--- config.mk ---
export PLATFORM = sky130hd
export DESIGN_NAME = nearest_sample_rate_converter_flat
export DESIGN_NICKNAME = d
export VERILOG_FILES = /design/src/design/nsrc_pkg.sv /design/src/design/nsrc_if.sv /design/src/design/nearest_sample_rate_converter.sv /design/src/design/nsrc_ctrl.sv /design/src/design/nsrc_dp.sv /design/src/flat_wrapper.sv
export SDC_FILE = /design/constraint.sdc
export NUM_CORES = 1
export LEC_CHECK = 0
export BUFFER_PORTS_ARGS = -buffer_cell sky130_fd_sc_hd__buf_2
export CORE_MARGIN = 2
export CORE_UTILIZATION = 25
export CTS_CLUSTER_DIAMETER = 40
export CTS_CLUSTER_SIZE = 30
export DETAILED_ROUTE_END_ITERATION = 16
export GPL_ROUTABILITY_DRIVEN = 1
export GPL_TIMING_DRIVEN = 0
export PLACE_DENSITY_LB_ADDON = 0.12
export RECOVER_POWER = 100
export SYNTH_ARGS = -nofsm -noshare
export SYNTH_HDL_FRONTEND = slang
export SYNTH_SLANG_ARGS = --single-unit
--- constraint.sdc ---
create_clock -name clk_i -period 9.83 [get_ports clk_i]
set_clock_uncertainty 0.15 [all_clocks]
set_input_delay 1.4745 -clock clk_i [delete_from_list [all_inputs] [get_ports clk_i]]
set_output_delay 1.4745 -clock clk_i [all_outputs]
set_load 0.05 [all_outputs]
--- src/design/nsrc_pkg.sv ---
`timescale 1ns / 1ps

package nsrc_pkg;

  // sizes of the converter
  localparam int HistoryDepth = 16;
  localparam int MaxUpsample  = 8;

  localparam int SampleW  = 16;
  localparam int RateW    = 19;
  localparam int RemW     = RateW + 1;
  localparam int ProdW    = RateW + 8;
  localparam int SlotW    = $clog2(HistoryDepth);
  localparam int CountW   = $clog2(MaxUpsample + 1);
  localparam int OpW      = 2;
  localparam int StatusW  = 2;
  localparam int CfgIdxW  = 1;

  localparam logic [RateW-1:0] RateReset = RateW'(16000);

  typedef enum logic [OpW-1:0] {
    OpPush    = 2'd0,
    OpFlush   = 2'd1,
    OpRestart = 2'd2
  } opcode_e;

  typedef enum logic [StatusW-1:0] {
    StSample = 2'd0,
    StAck    = 2'd1,
    StReject = 2'd2
  } status_e;

  typedef enum logic [CfgIdxW-1:0] {
    CfgSrcRate = 1'b0,
    CfgDstRate = 1'b1
  } cfg_idx_e;

  // controller to datapath
  typedef struct packed {
    logic    push;
    logic    set_finished;
    logic    clear;
    logic    check;
    logic    step;
    logic    load_sample;
    logic    load_status;
    logic    last;
    status_e status;
  } dp_cmd_t;

  // datapath to controller
  typedef struct packed {
    logic valid_pair;
    logic finished;
    logic due;
    logic more_due;
    logic step_needed;
    logic out_free;
  } dp_sts_t;

endpackage

--- src/design/nsrc_if.sv ---
`timescale 1ns / 1ps

interface nsrc_in_if;
  logic                                valid;
  logic                                ready;
  logic [nsrc_pkg::OpW-1:0]            opcode;
  logic signed [nsrc_pkg::SampleW-1:0] sample_in;

  modport source (output valid, output opcode, output sample_in, input ready);
  modport sink   (input valid, input opcode, input sample_in, output ready);
endinterface

interface nsrc_out_if;
  logic                                valid;
  logic                                ready;
  logic signed [nsrc_pkg::SampleW-1:0] sample_out;
  logic [nsrc_pkg::StatusW-1:0]        status;
  logic                                last;

  modport source (output valid, output sample_out, output status, output last, input ready);
  modport sink   (input valid, input sample_out, input status, input last, output ready);
endinterface

interface nsrc_cfg_if;
  logic                             valid;
  logic                             ready;
  logic [nsrc_pkg::CfgIdxW-1:0]     index;
  logic [nsrc_pkg::RateW-1:0]       data;

  modport source (output valid, output index, output data, input ready);
  modport sink   (input valid, input index, input data, output ready);
endinterface

--- src/design/nearest_sample_rate_converter.sv ---
`timescale 1ns / 1ps

// channel  | dir | handshake     | payload
// in_i     | in  | valid / ready | opcode[1:0], sample_in[15:0] signed
// out_o    | out | valid / ready | sample_out[15:0] signed, status[1:0], last
// cfg_i    | in  | valid / ready | index[0] (0 source rate, 1 destination rate), data[18:0]
//
// one item at a time: a push is taken in Idle, then each output it owes passes Check, Emit
// and Step, where the source index advances (up to 15 steps, set by the src/dst ratio);
// a push owing no output leaves Check for Idle; flush, restart and rejected items use Resp
// a stalled output register holds the controller in place; no input taken meanwhile
// reset clears counters and the finished flag, rates return to 16000
// history entries hold no reset value and are always written before read
module nearest_sample_rate_converter (
  input logic        clk_i,
  input logic        rst_ni,
  nsrc_in_if.sink    in_i,
  nsrc_out_if.source out_o,
  nsrc_cfg_if.sink   cfg_i
);

  // command and status between sequencer and datapath
  nsrc_pkg::dp_cmd_t cmd;
  nsrc_pkg::dp_sts_t sts;

  // sequencer: decodes opcodes, walks the output loop and the index steps
  nsrc_ctrl u_ctrl (
    .clk_i  (clk_i),
    .rst_ni (rst_ni),
    .in_i   (in_i),
    .sts_i  (sts),
    .cmd_o  (cmd)
  );

  // datapath: rate registers, remainder accumulators, history ring, output register
  nsrc_dp u_dp (
    .clk_i    (clk_i),
    .rst_ni   (rst_ni),
    .cfg_i    (cfg_i),
    .sample_i (in_i.sample_in),
    .cmd_i    (cmd),
    .sts_o    (sts),
    .out_o    (out_o)
  );

endmodule

--- src/design/nsrc_ctrl.sv ---
`timescale 1ns / 1ps

module nsrc_ctrl (
  input  logic              clk_i,
  input  logic              rst_ni,
  nsrc_in_if.sink           in_i,
  input  nsrc_pkg::dp_sts_t sts_i,
  output nsrc_pkg::dp_cmd_t cmd_o
);

  typedef enum logic [2:0] {
    Idle,
    Check,
    Emit,
    Step,
    Resp
  } state_e;

  state_e                          state_q;
  logic [nsrc_pkg::CountW-1:0]     n_q;
  logic                            last_q;
  nsrc_pkg::status_e               resp_q;

  logic accept;
  logic push_ok;
  logic flush_ok;
  logic restart_ok;
  logic cap_hit;

  assign in_i.ready = (state_q == Idle);
  assign accept     = in_i.valid && in_i.ready;

  assign push_ok    = (in_i.opcode == nsrc_pkg::OpPush) && sts_i.valid_pair && !sts_i.finished;
  assign flush_ok   = (in_i.opcode == nsrc_pkg::OpFlush) && sts_i.valid_pair &&
                      !sts_i.finished;
  assign restart_ok = (in_i.opcode == nsrc_pkg::OpRestart) && sts_i.valid_pair;
  assign cap_hit    = (n_q == nsrc_pkg::CountW'(nsrc_pkg::MaxUpsample - 1));

  always_comb begin
    cmd_o        = '0;
    cmd_o.status = resp_q;
    cmd_o.last   = last_q;
    unique case (state_q)
      Idle: begin
        cmd_o.push         = accept && push_ok;
        cmd_o.set_finished = accept && flush_ok;
        cmd_o.clear        = accept && restart_ok;
      end
      Check: cmd_o.check       = sts_i.due;
      Emit:  cmd_o.load_sample = sts_i.out_free;
      Step:  cmd_o.step        = sts_i.step_needed;
      Resp:  cmd_o.load_status = sts_i.out_free;
      default: ;
    endcase
  end

  always_ff @(posedge clk_i or negedge rst_ni) begin
    if (!rst_ni) begin
      state_q <= Idle;
      n_q     <= '0;
      last_q  <= 1'b0;
      resp_q  <= nsrc_pkg::StReject;
    end else begin
      unique case (state_q)
        Idle: begin
          if (accept) begin
            n_q <= '0;
            if (push_ok) begin
              state_q <= Check;
            end else begin
              resp_q  <= (flush_ok || restart_ok) ? nsrc_pkg::StAck : nsrc_pkg::StReject;
              state_q <= Resp;
            end
          end
        end
        Check: begin
          if (sts_i.due) begin
            last_q  <= !sts_i.more_due || cap_hit;
            state_q <= Emit;
          end else begin
            state_q <= Idle;
          end
        end
        Emit: begin
          if (sts_i.out_free) begin
            n_q     <= n_q + 1'b1;
            state_q <= Step;
          end
        end
        Step: begin
          if (!sts_i.step_needed) begin
            state_q <= last_q ? Idle : Check;
          end
        end
        Resp: begin
          if (sts_i.out_free) begin
            state_q <= Idle;
          end
        end
        default: state_q <= Idle;
      endcase
    end
  end

  // once a sample is out without last, another one must be due
  a_due_after_nonlast: assert property (@(posedge clk_i) disable iff (!rst_ni)
    (state_q == Check && !sts_i.due) |-> (n_q == '0))
    else $error("no output due after a non-final sample");

  // a push never runs past the upsample limit
  a_count_cap: assert property (@(posedge clk_i) disable iff (!rst_ni)
    (state_q == Emit) |-> (n_q < nsrc_pkg::CountW'(nsrc_pkg::MaxUpsample)))
    else $error("too many outputs for one push");

endmodule

--- src/design/nsrc_dp.sv ---
`timescale 1ns / 1ps

module nsrc_dp (
  input  logic                                clk_i,
  input  logic                                rst_ni,
  nsrc_cfg_if.sink                            cfg_i,
  input  logic signed [nsrc_pkg::SampleW-1:0] sample_i,
  input  nsrc_pkg::dp_cmd_t                   cmd_i,
  output nsrc_pkg::dp_sts_t                   sts_o,
  nsrc_out_if.source                          out_o
);

  logic [nsrc_pkg::RateW-1:0]   src_q;
  logic [nsrc_pkg::RateW-1:0]   dst_q;
  logic [nsrc_pkg::SlotW-1:0]   wslot_q;
  logic [nsrc_pkg::SlotW-1:0]   sslot_q;
  logic [nsrc_pkg::RemW-1:0]    crem_q;
  logic [nsrc_pkg::RemW-1:0]    irem_q;
  logic                         fin_q;

  logic [nsrc_pkg::SampleW-1:0] hist_mem [nsrc_pkg::HistoryDepth];
  logic [nsrc_pkg::SampleW-1:0] rd_q;

  logic                         out_valid_q;
  logic [nsrc_pkg::SampleW-1:0] out_sample_q;
  logic [nsrc_pkg::StatusW-1:0] out_status_q;
  logic                         out_last_q;

  logic                         cfg_we;
  logic [nsrc_pkg::RemW-1:0]    src_w;
  logic [nsrc_pkg::RemW-1:0]    dst_w;
  logic [nsrc_pkg::ProdW-1:0]   src_max;
  logic [nsrc_pkg::ProdW-1:0]   dst_max;

  function automatic logic [nsrc_pkg::SlotW-1:0] next_slot(
    input logic [nsrc_pkg::SlotW-1:0] s
  );
    return (s == nsrc_pkg::SlotW'(nsrc_pkg::HistoryDepth - 1)) ? '0 : s + 1'b1;
  endfunction

  assign cfg_i.ready = 1'b1;
  assign cfg_we      = cfg_i.valid && cfg_i.ready;

  assign src_w   = nsrc_pkg::RemW'(src_q);
  assign dst_w   = nsrc_pkg::RemW'(dst_q);
  assign src_max = nsrc_pkg::ProdW'(src_q) * nsrc_pkg::ProdW'(nsrc_pkg::MaxUpsample);
  assign dst_max = nsrc_pkg::ProdW'(dst_q) * nsrc_pkg::ProdW'(nsrc_pkg::HistoryDepth - 1);

  assign sts_o.valid_pair  = (src_q != '0) && (dst_q != '0) &&
                             (nsrc_pkg::ProdW'(dst_q) <= src_max) &&
                             (nsrc_pkg::ProdW'(src_q) <= dst_max);
  assign sts_o.finished    = fin_q;
  assign sts_o.due         = (crem_q >= src_w);
  assign sts_o.more_due    = ({1'b0, crem_q} >= {src_w, 1'b0});
  assign sts_o.step_needed = (irem_q >= dst_w);
  assign sts_o.out_free    = !out_valid_q || out_o.ready;

  // counters and rate registers
  always_ff @(posedge clk_i or negedge rst_ni) begin
    if (!rst_ni) begin
      src_q   <= nsrc_pkg::RateReset;
      dst_q   <= nsrc_pkg::RateReset;
      wslot_q <= '0;
      sslot_q <= '0;
      crem_q  <= '0;
      irem_q  <= '0;
      fin_q   <= 1'b0;
    end else if (cfg_we || cmd_i.clear) begin
      if (cfg_we) begin
        unique case (nsrc_pkg::cfg_idx_e'(cfg_i.index))
          nsrc_pkg::CfgSrcRate: src_q <= cfg_i.data;
          nsrc_pkg::CfgDstRate: dst_q <= cfg_i.data;
          default: ;
        endcase
      end
      wslot_q <= '0;
      sslot_q <= '0;
      crem_q  <= '0;
      irem_q  <= '0;
      fin_q   <= 1'b0;
    end else begin
      if (cmd_i.set_finished) begin
        fin_q <= 1'b1;
      end
      if (cmd_i.push) begin
        wslot_q <= next_slot(wslot_q);
        crem_q  <= crem_q + dst_w;
      end
      if (cmd_i.check) begin
        crem_q <= crem_q - src_w;
        irem_q <= irem_q + src_w;
      end
      if (cmd_i.step) begin
        irem_q  <= irem_q - dst_w;
        sslot_q <= next_slot(sslot_q);
      end
    end
  end

  // history ring, registered read
  always_ff @(posedge clk_i) begin
    if (cmd_i.push) begin
      hist_mem[wslot_q] <= sample_i;
    end
    if (cmd_i.check) begin
      rd_q <= hist_mem[sslot_q];
    end
  end

  // output register
  always_ff @(posedge clk_i or negedge rst_ni) begin
    if (!rst_ni) begin
      out_valid_q <= 1'b0;
    end else if (cmd_i.load_sample || cmd_i.load_status) begin
      out_valid_q <= 1'b1;
    end else if (out_o.ready) begin
      out_valid_q <= 1'b0;
    end
  end

  always_ff @(posedge clk_i) begin
    if (cmd_i.load_sample) begin
      out_sample_q <= rd_q;
      out_status_q <= nsrc_pkg::StSample;
      out_last_q   <= cmd_i.last;
    end else if (cmd_i.load_status) begin
      out_sample_q <= '0;
      out_status_q <= cmd_i.status;
      out_last_q   <= 1'b1;
    end
  end

  assign out_o.valid      = out_valid_q;
  assign out_o.sample_out = out_sample_q;
  assign out_o.status     = out_status_q;
  assign out_o.last       = out_last_q;

  // a result is never loaded over one still waiting
  a_no_overwrite: assert property (@(posedge clk_i) disable iff (!rst_ni)
    (cmd_i.load_sample || cmd_i.load_status) |-> (!out_valid_q || out_o.ready))
    else $error("output register overwritten");

  // output remainder stays below src + dst for a usable rate pair
  a_crem_bound: assert property (@(posedge clk_i) disable iff (!rst_ni)
    sts_o.valid_pair |-> (crem_q < src_w + dst_w))
    else $error("count remainder out of range");

  // source remainder stays below src + dst for a usable rate pair
  a_irem_bound: assert property (@(posedge clk_i) disable iff (!rst_ni)
    sts_o.valid_pair |-> (irem_q < src_w + dst_w))
    else $error("index remainder out of range");

endmodule

--- src/flat_wrapper.sv ---
// flat-port wrapper written by rule: the top's interface ports become plain ports
module nearest_sample_rate_converter_flat 
  (clk_i, rst_ni, in_i_valid, in_i_opcode, in_i_sample_in, in_i_ready, out_o_valid, out_o_sample_out, out_o_status, out_o_last, out_o_ready, cfg_i_valid, cfg_i_index, cfg_i_data, cfg_i_ready);
  nsrc_in_if in_i_i ();
  nsrc_out_if out_o_i ();
  nsrc_cfg_if cfg_i_i ();
  input logic clk_i;
  input logic rst_ni;
  input wire logic [$bits(in_i_i.valid)-1:0] in_i_valid;
  input wire logic [$bits(in_i_i.opcode)-1:0] in_i_opcode;
  input wire logic [$bits(in_i_i.sample_in)-1:0] in_i_sample_in;
  output wire logic [$bits(in_i_i.ready)-1:0] in_i_ready;
  output wire logic [$bits(out_o_i.valid)-1:0] out_o_valid;
  output wire logic [$bits(out_o_i.sample_out)-1:0] out_o_sample_out;
  output wire logic [$bits(out_o_i.status)-1:0] out_o_status;
  output wire logic [$bits(out_o_i.last)-1:0] out_o_last;
  input wire logic [$bits(out_o_i.ready)-1:0] out_o_ready;
  input wire logic [$bits(cfg_i_i.valid)-1:0] cfg_i_valid;
  input wire logic [$bits(cfg_i_i.index)-1:0] cfg_i_index;
  input wire logic [$bits(cfg_i_i.data)-1:0] cfg_i_data;
  output wire logic [$bits(cfg_i_i.ready)-1:0] cfg_i_ready;
  assign in_i_i.valid = in_i_valid;
  assign in_i_i.opcode = in_i_opcode;
  assign in_i_i.sample_in = in_i_sample_in;
  assign in_i_ready = in_i_i.ready;
  assign out_o_valid = out_o_i.valid;
  assign out_o_sample_out = out_o_i.sample_out;
  assign out_o_status = out_o_i.status;
  assign out_o_last = out_o_i.last;
  assign out_o_i.ready = out_o_ready;
  assign cfg_i_i.valid = cfg_i_valid;
  assign cfg_i_i.index = cfg_i_index;
  assign cfg_i_i.data = cfg_i_data;
  assign cfg_i_ready = cfg_i_i.ready;
  nearest_sample_rate_converter u_core (.clk_i(clk_i), .rst_ni(rst_ni), .in_i(in_i_i), .out_o(out_o_i), .cfg_i(cfg_i_i));
endmodule
Word-level counts from Yosys, hierarchy flattened
Memories as Yosys holds them, arrays and structs flattened. A register that Yosys moved wholly into a read port is not among the register bits.
Index checks and enable logic that the tools add are counted.
{"block": "totals", "regBits": 117, "ram_bits": 256, "inputBits": 43, "output_inout_bits": 22, "elab_cells": 121, "mem_count": 1}
{"name": "u_core.u_dp.hist_mem", "depth": 16, "width": 16, "rd": 1, "rd_clocked_by_memory_dff": 1, "write_ports": 1, "line_no": "nsrc_dp.sv:21", "source": "logic [nsrc_pkg::SampleW-1:0] hist_mem [nsrc_pkg::HistoryDepth];"}
{"block": "op_classes", "n_addsub": 7, "mul": 1, "magnitude_cmp": 5, "n_eq_ne": 13, "muxes": 39, "bitwise_logic": 2, "n_reduce_logical": 38}
{"op": "20-bit 2-to-1 mux", "n": 6}
{"op": "20-bit by 19-bit adder with 20-bit output", "n": 2}
{"op": "20-bit by 19-bit >= comparator with 1-bit output", "n": 2}
{"op": "20-bit by 19-bit subtractor with 20-bit output", "n": 2}
{"op": "19-bit nonzero test", "n": 2}
{"op": "16-bit 2-to-1 mux", "n": 2}
{"op": "4-bit 2-to-1 mux", "n": 8}
{"op": "19-bit by 23-bit less-or-equal comparator with 1-bit output", "n": 1}
{"op": "19-bit by 4-bit multiplier with 23-bit output, second input constant", "n": 1}
{"op": "19-bit by 22-bit less-or-equal comparator with 1-bit output", "n": 1}
{"op": "20-bit >= comparator", "n": 1}
{"op": "3-bit 2-to-1 mux", "n": 6}
{"op": "3-bit one-hot mux with 5 select lines", "n": 1}
{"op": "1-bit 2-to-1 mux", "n": 13}
{"op": "4-bit by 1-bit adder with 4-bit output, second input constant", "n": 3}
{"op": "1-bit logical AND", "n": 12}
{"op": "3-bit AND reduction", "n": 4}
{"op": "2-bit nonzero test", "n": 6}
{"op": "4-bit equality test, second input constant", "n": 2}
{"op": "4-bit one-hot mux with 2 select lines", "n": 1}
{"op": "3-bit by 2-bit equality test with 1-bit output, second input constant", "n": 2}
{"op": "2-bit inequality test, second input constant", "n": 3}
{"op": "3-bit nonzero test", "n": 2}
{"op": "1-bit logical OR", "n": 5}
{"op": "other kinds (13)", "n": 17}

Depth between registers and ports, before layout
{"block": "logic_depth", "depth_word": 11, "mapped_depth": 26, "ltp_nobuf": 24}

By module
From an unflattened synthesis, not the netlist that was laid out.
{"block": "unflattened", "hier_cells": 1864, "area_unflattened_um2": 22366.5}
{"module": "nsrc_dp", "instances": 1, "cells_per_inst": 1796, "area_per_inst_um2": 21714.6, "seq_area_each_um2": 10935.5}
{"module": "nsrc_ctrl", "instances": 1, "cells_per_inst": 68, "area_per_inst_um2": 651.9, "seq_area_each_um2": 251.5}

Worst setup path after synthesis
No wires, ideal clock.
{"block": "synth_timing", "kind": "register -> register", "start": "register u_core.u_dp.dst_q[1] in the netlist's numbering", "end": "memory u_core.u_dp.hist_mem[1][0] in the netlist's numbering, enable pin", "setup_ps": 409, "arrival_ps": 6256, "required_time_ps": 9271, "slack_ps": 3014, "stages_incl_launch_ff": 25, "n_path_buf": 1, "period_less_slack_ps": 6816, "path_cell_list": "dfrtp_1 inv_1 fa_1 fa_1 inv_1 ha_1 o21ai_0 o21ai_1 a31o_2 a21o_1 a31oi_1 o21bai_1 a21oi_1 xor2_1 ha_1 nand4_1 nor3_1 o21ai_0 a31oi_1 a2111oi_0 a211oi_1 a31oi_2 buf_2 nand2_1 nor3_1"}
{"block": "synth_between", "elab_chain_len": 10, "elab_cells_between_ends": 13, "cone_classes": "mul: 1; order compare: 2; mux: 3; reduce/logical: 7"}
{"item": "from (decl)", "line_no": "nsrc_dp.sv:14", "source": "logic [nsrc_pkg::RateW-1:0] dst_q;"}
{"item": "from (signal assigned)", "line_no": "nsrc_dp.sv:62", "source": "dst_q <= nsrc_pkg::RateReset;"}
{"item": "from (signal assigned)", "line_no": "nsrc_dp.sv:72", "source": "nsrc_pkg::CfgDstRate: dst_q <= cfg_i.data;"}
{"item": "branches (longest 3 deep; another with 19-bit by 4-bit multiplier with 23-bit output)"}
{"item": "1-bit logical AND *", "line_no": "nsrc_dp.sv:50", "source": "(nsrc_pkg::ProdW'(dst_q) <= src_max) &&"}
{"item": "1-bit logical AND * (2 in series)", "line_no": "nsrc_ctrl.sv:33", "source": "assign push_ok = (in_i.opcode == nsrc_pkg::OpPush) && sts_i.valid_pair && !sts_i.finished;"}
{"item": "1-bit logical AND *", "line_no": "nsrc_ctrl.sv:45", "source": "cmd_o.push = accept && push_ok;"}
{"item": "3-bit 2-to-1 mux *", "line_no": "nsrc_ctrl.sv:43", "source": "unique case (state_q)"}
{"item": "1-bit 2-to-1 mux *", "line_no": "nsrc_dp.sv:102", "source": "if (cmd_i.push) begin"}
{"item": "1-bit 2-to-1 mux (implied by the code) *", "line_no": "nsrc_dp.sv:103", "source": "hist_mem[wslot_q] <= sample_i;"}
{"item": "to (decl)", "line_no": "nsrc_dp.sv:21"}
Mark *: on every way between the ends.

Final worst setup path
{"block": "layout_timing", "start": "register u_core.u_dp.dst_q[1] in the netlist's numbering", "end": "memory u_core.u_dp.hist_mem[0][7] in the netlist's numbering, enable pin"}
Same word-level chain as after synthesis.

==> flow_summary.ini <==
[logic_synthesis]
postSynthAreaPerCell_um2 = 12.0
syn_area_um2 = 22300
syn-num-nets = 2112
synthFlopType = edfxtp_1
synth_cells = 1859
async_flop_share = 0.252
ys_ff_latch = 389
post-synth-top-area-fraction = 0.390
synth-edff-count = 289
yosysMostFrequentCell = edfxtp_1
yosysSeqAreaShare = 0.502
synthTopCellsByCount = edfxtp_1, ha_1, nor2_1, a21oi_1, nand2_1
ys_warn_count = 0
ys_top_cells_by_area = edfxtp_1, ha_1, dfrtp_1, fa_1, mux4_2
synth.distinct_cells = 67
yosysTopAreaCell = edfxtp_1

[grt]
grt-ovfl-total = 0
grt_pass1_vias = 16000
grt_pass1_wl_um = 108000
antenna_found_initial = 3
grt_max_degree = 55
grt_use_total = 0.161

[timing]
rsz0062_at_grt = no
fin_hold_ws_ns = 0.323
finalCritPeriodShare = 0.868
fin_tns_setup_ns = 0
slew_headroom = -1.19
fmax_mhz = 117
finalHoldViolCount = 0
fin_crit_ns = 8.53
slew_viol_final = 144
tightest_slew_ns = 3.29
finalSetupViolCount = 0

[clock_tree]
hold_buffers = 0
clock-sinks = 389
cts_resized = 0
worstSkewPairLatency_ns = 0.63
cts_setup_buffers = 0
cts_buffers = 81
cts_tree = yes
ctsHtreeMaxLevel = 3
root_buffer = clkbuf_16
cts_buffer_depth = 3
clk_pin_slew_worst_paths_ns = 0.05

[floorplanning]
initial_core_util = 0.252
core-area_um2 = 88400
die_x_um = 302
boundaryPins = 65
rows = 109
die_h_um = 302
dieArea_um2 = 91500

[detailed_routing]
drt-initial-drc-count = 961
drc = 0
dr.pass1.iters = 5
routed_wl_um = 73500
routedWlPerCell_um = 22.6
ant_nets = 0
viasPerCell = 4.82
vias = 15700

[placement]
placed_cell_area_um2 = 24400
io_buffers = 63
place.gp.congestion = 0.816
dp_hpwl_um = 55300

[run_status]
status = complete, but fails checks
violations = capacitance limit, slew limit

[cells_and_area]
antennaDiodeCount = 0
syn2layout_area_growth_pct = 20.6
fin_nets = 2277
drive_gt1_frac = 0.133
final_area_um2 = 26900

[min_path]
min_path_cells = 2
hp-class = reg -> reg

[power_and_ir_drop]
peakVddDrop_v = 0.000152
leakagePower_nw = 10.4
p_total_mw = 6.77
p_per_area_nw_per_um2 = 252

[worst_setup_path]
start_kind = register
end_kind = register
path_max_fanout = 10
arrival_ns = 8.71
required_ns = 10.01
rrSetupSlack_ns = 1.30
worstSetupPathType = reg -> reg
reg2reg_depth = 24

[run]
maxCapViolations = 4
-- logic make-up after synthesis --
group	count (synthesis)	synth area share
buf+inv	171	0.0312
mux	129	0.0778
compound gates	471	0.140
simple gates	404	0.0848
fa+ha+maj	210	0.131
xor+xnor	84	0.0330
flops	389	0.502
other cells	1	0.000168
-- routing by layer --
metal | global-route usage | vias to the layer above | wire length [um] | share of wire
li1 | - | 7352 | - | -
met1 | 0.228 | 7889 | 35300 | 0.48
met2 | 0.254 | 357 | 32900 | 0.45
met3 | 0.0271 | 106 | 3320 | 0.045
met4 | 0.0469 | 0 | 1980 | 0.027
met5 | 0 | - | 0 | 0
-- cells in the final DEF, fill, tap and decap left out, types with 46 or more instances in the layout --
| master | instances |
|---|---|
| ha_1 | 171 |
| a211oi_1 | 46 |
| inv_1 | 100 |
| a21o_1 | 59 |
| o21ai_0 | 105 |
| clkbuf_16 | 82 |
| mux2i_1 | 64 |
| edfxtp_1 | 289 |
| nor2_1 | 114 |
| clkbuf_1 | 116 |
| nand2_1 | 115 |
| dfrtp_1 | 85 |
| a21oi_1 | 121 |
-- registers in the layout, summed over array words and instances, names as in the netlist --
| register | flops |
|---|---|
| u_core.u_ctrl.last_q | 1 |
| u_core.u_ctrl.resp_q | 2 |
| u_core.u_dp.out_o.last | 1 |
| u_core.u_dp.irem_q | 20 |
| u_core.u_dp.crem_q | 20 |
| u_core.u_ctrl.n_q | 4 |
| u_core.u_dp.wslot_q | 4 |
| u_core.u_dp.out_o.sample_out | 16 |
| u_core.u_ctrl.state_q | 3 |
| u_core.u_dp.out_o.status | 2 |
| u_core.u_dp.fin_q | 1 |
| u_core.u_dp.sslot_q | 4 |
| u_core.u_dp.out_o.valid | 1 |
| u_core.u_dp.src_q | 19 |
| u_core.u_dp.dst_q | 19 |
| u_core.u_dp.hist_mem | 256 |
| u_core.u_dp.rd_q | 16 |
-- report_power, final --
| group | internal (mW) | switching (mW) | total [mW] |
|---|---|---|---|
| registers | 1.86 | 0.0993 | 1.96 |
| clock network | 1.73 | 0.955 | 2.69 |
| logic | 0.801 | 1.32 | 2.12 |
-- layout make-up --
class	count	area, um^2
Buffer	71	290
Clock buffer	102	2160
Clock inverter	47	562
Fill cell	9010	61500
Inverter	100	375
Multi-Input combinational cell	1299	10400
Sequential cell	389	11200
Tap cell	1165	1460
Timing Repair Buffer	82	443
-- worst max-delay path: stages (launching register included) --
cell       delay, ns
dfrtp_1         0.57
inv_1           0.29
fa_1            0.56
fa_1            0.54
inv_1           0.04
ha_1            0.24
a211oi_1        0.33
o21ai_0         0.27
a31o_2          0.30
a21o_1          0.20
a31oi_1         0.31
o21ai_0         0.18
xnor2_1         0.28
ha_1            0.30
nand4_1         0.13
nor3_1          0.10
o21ai_0         0.08
a31oi_1         0.08
a2111oi_0       0.41
a211oi_1        0.19
a31oi_1         0.75
clkbuf_1        0.69
nand2_1         0.32
nor3_1          0.62
buf_6           0.27
-- metrics by stage --
step            util  setup WS, ns  instances
2_1_floorplan      -          3.01       1859
5_1_grt        0.304         0.719       3255
3_5_place_dp   0.276          1.89       3106
6_report       0.304          1.30       3255
4_1_cts        0.307          1.85       3255
3_3_place_gp   0.272        -0.498       3087
-- final timing paths --
| check | to | startpoint |
|---|---|---|
| max | u_core.u_dp.hist_mem[0][7] | u_core.u_dp.dst_q[1] |
| min reg2reg | u_core.u_ctrl.resp_q[1] | u_core.u_ctrl.resp_q[1] |
| max in group asynchronous | u_core.u_dp.irem_q[5] | rst_ni |
| min in group asynchronous | u_core.u_dp.crem_q[14] | rst_ni |
| min | u_core.u_ctrl.resp_q[1] | u_core.u_ctrl.resp_q[1] |
| max reg2reg | u_core.u_dp.hist_mem[0][7] | u_core.u_dp.dst_q[1] |
No activity file was read; power rests on OpenSTA's default activity.
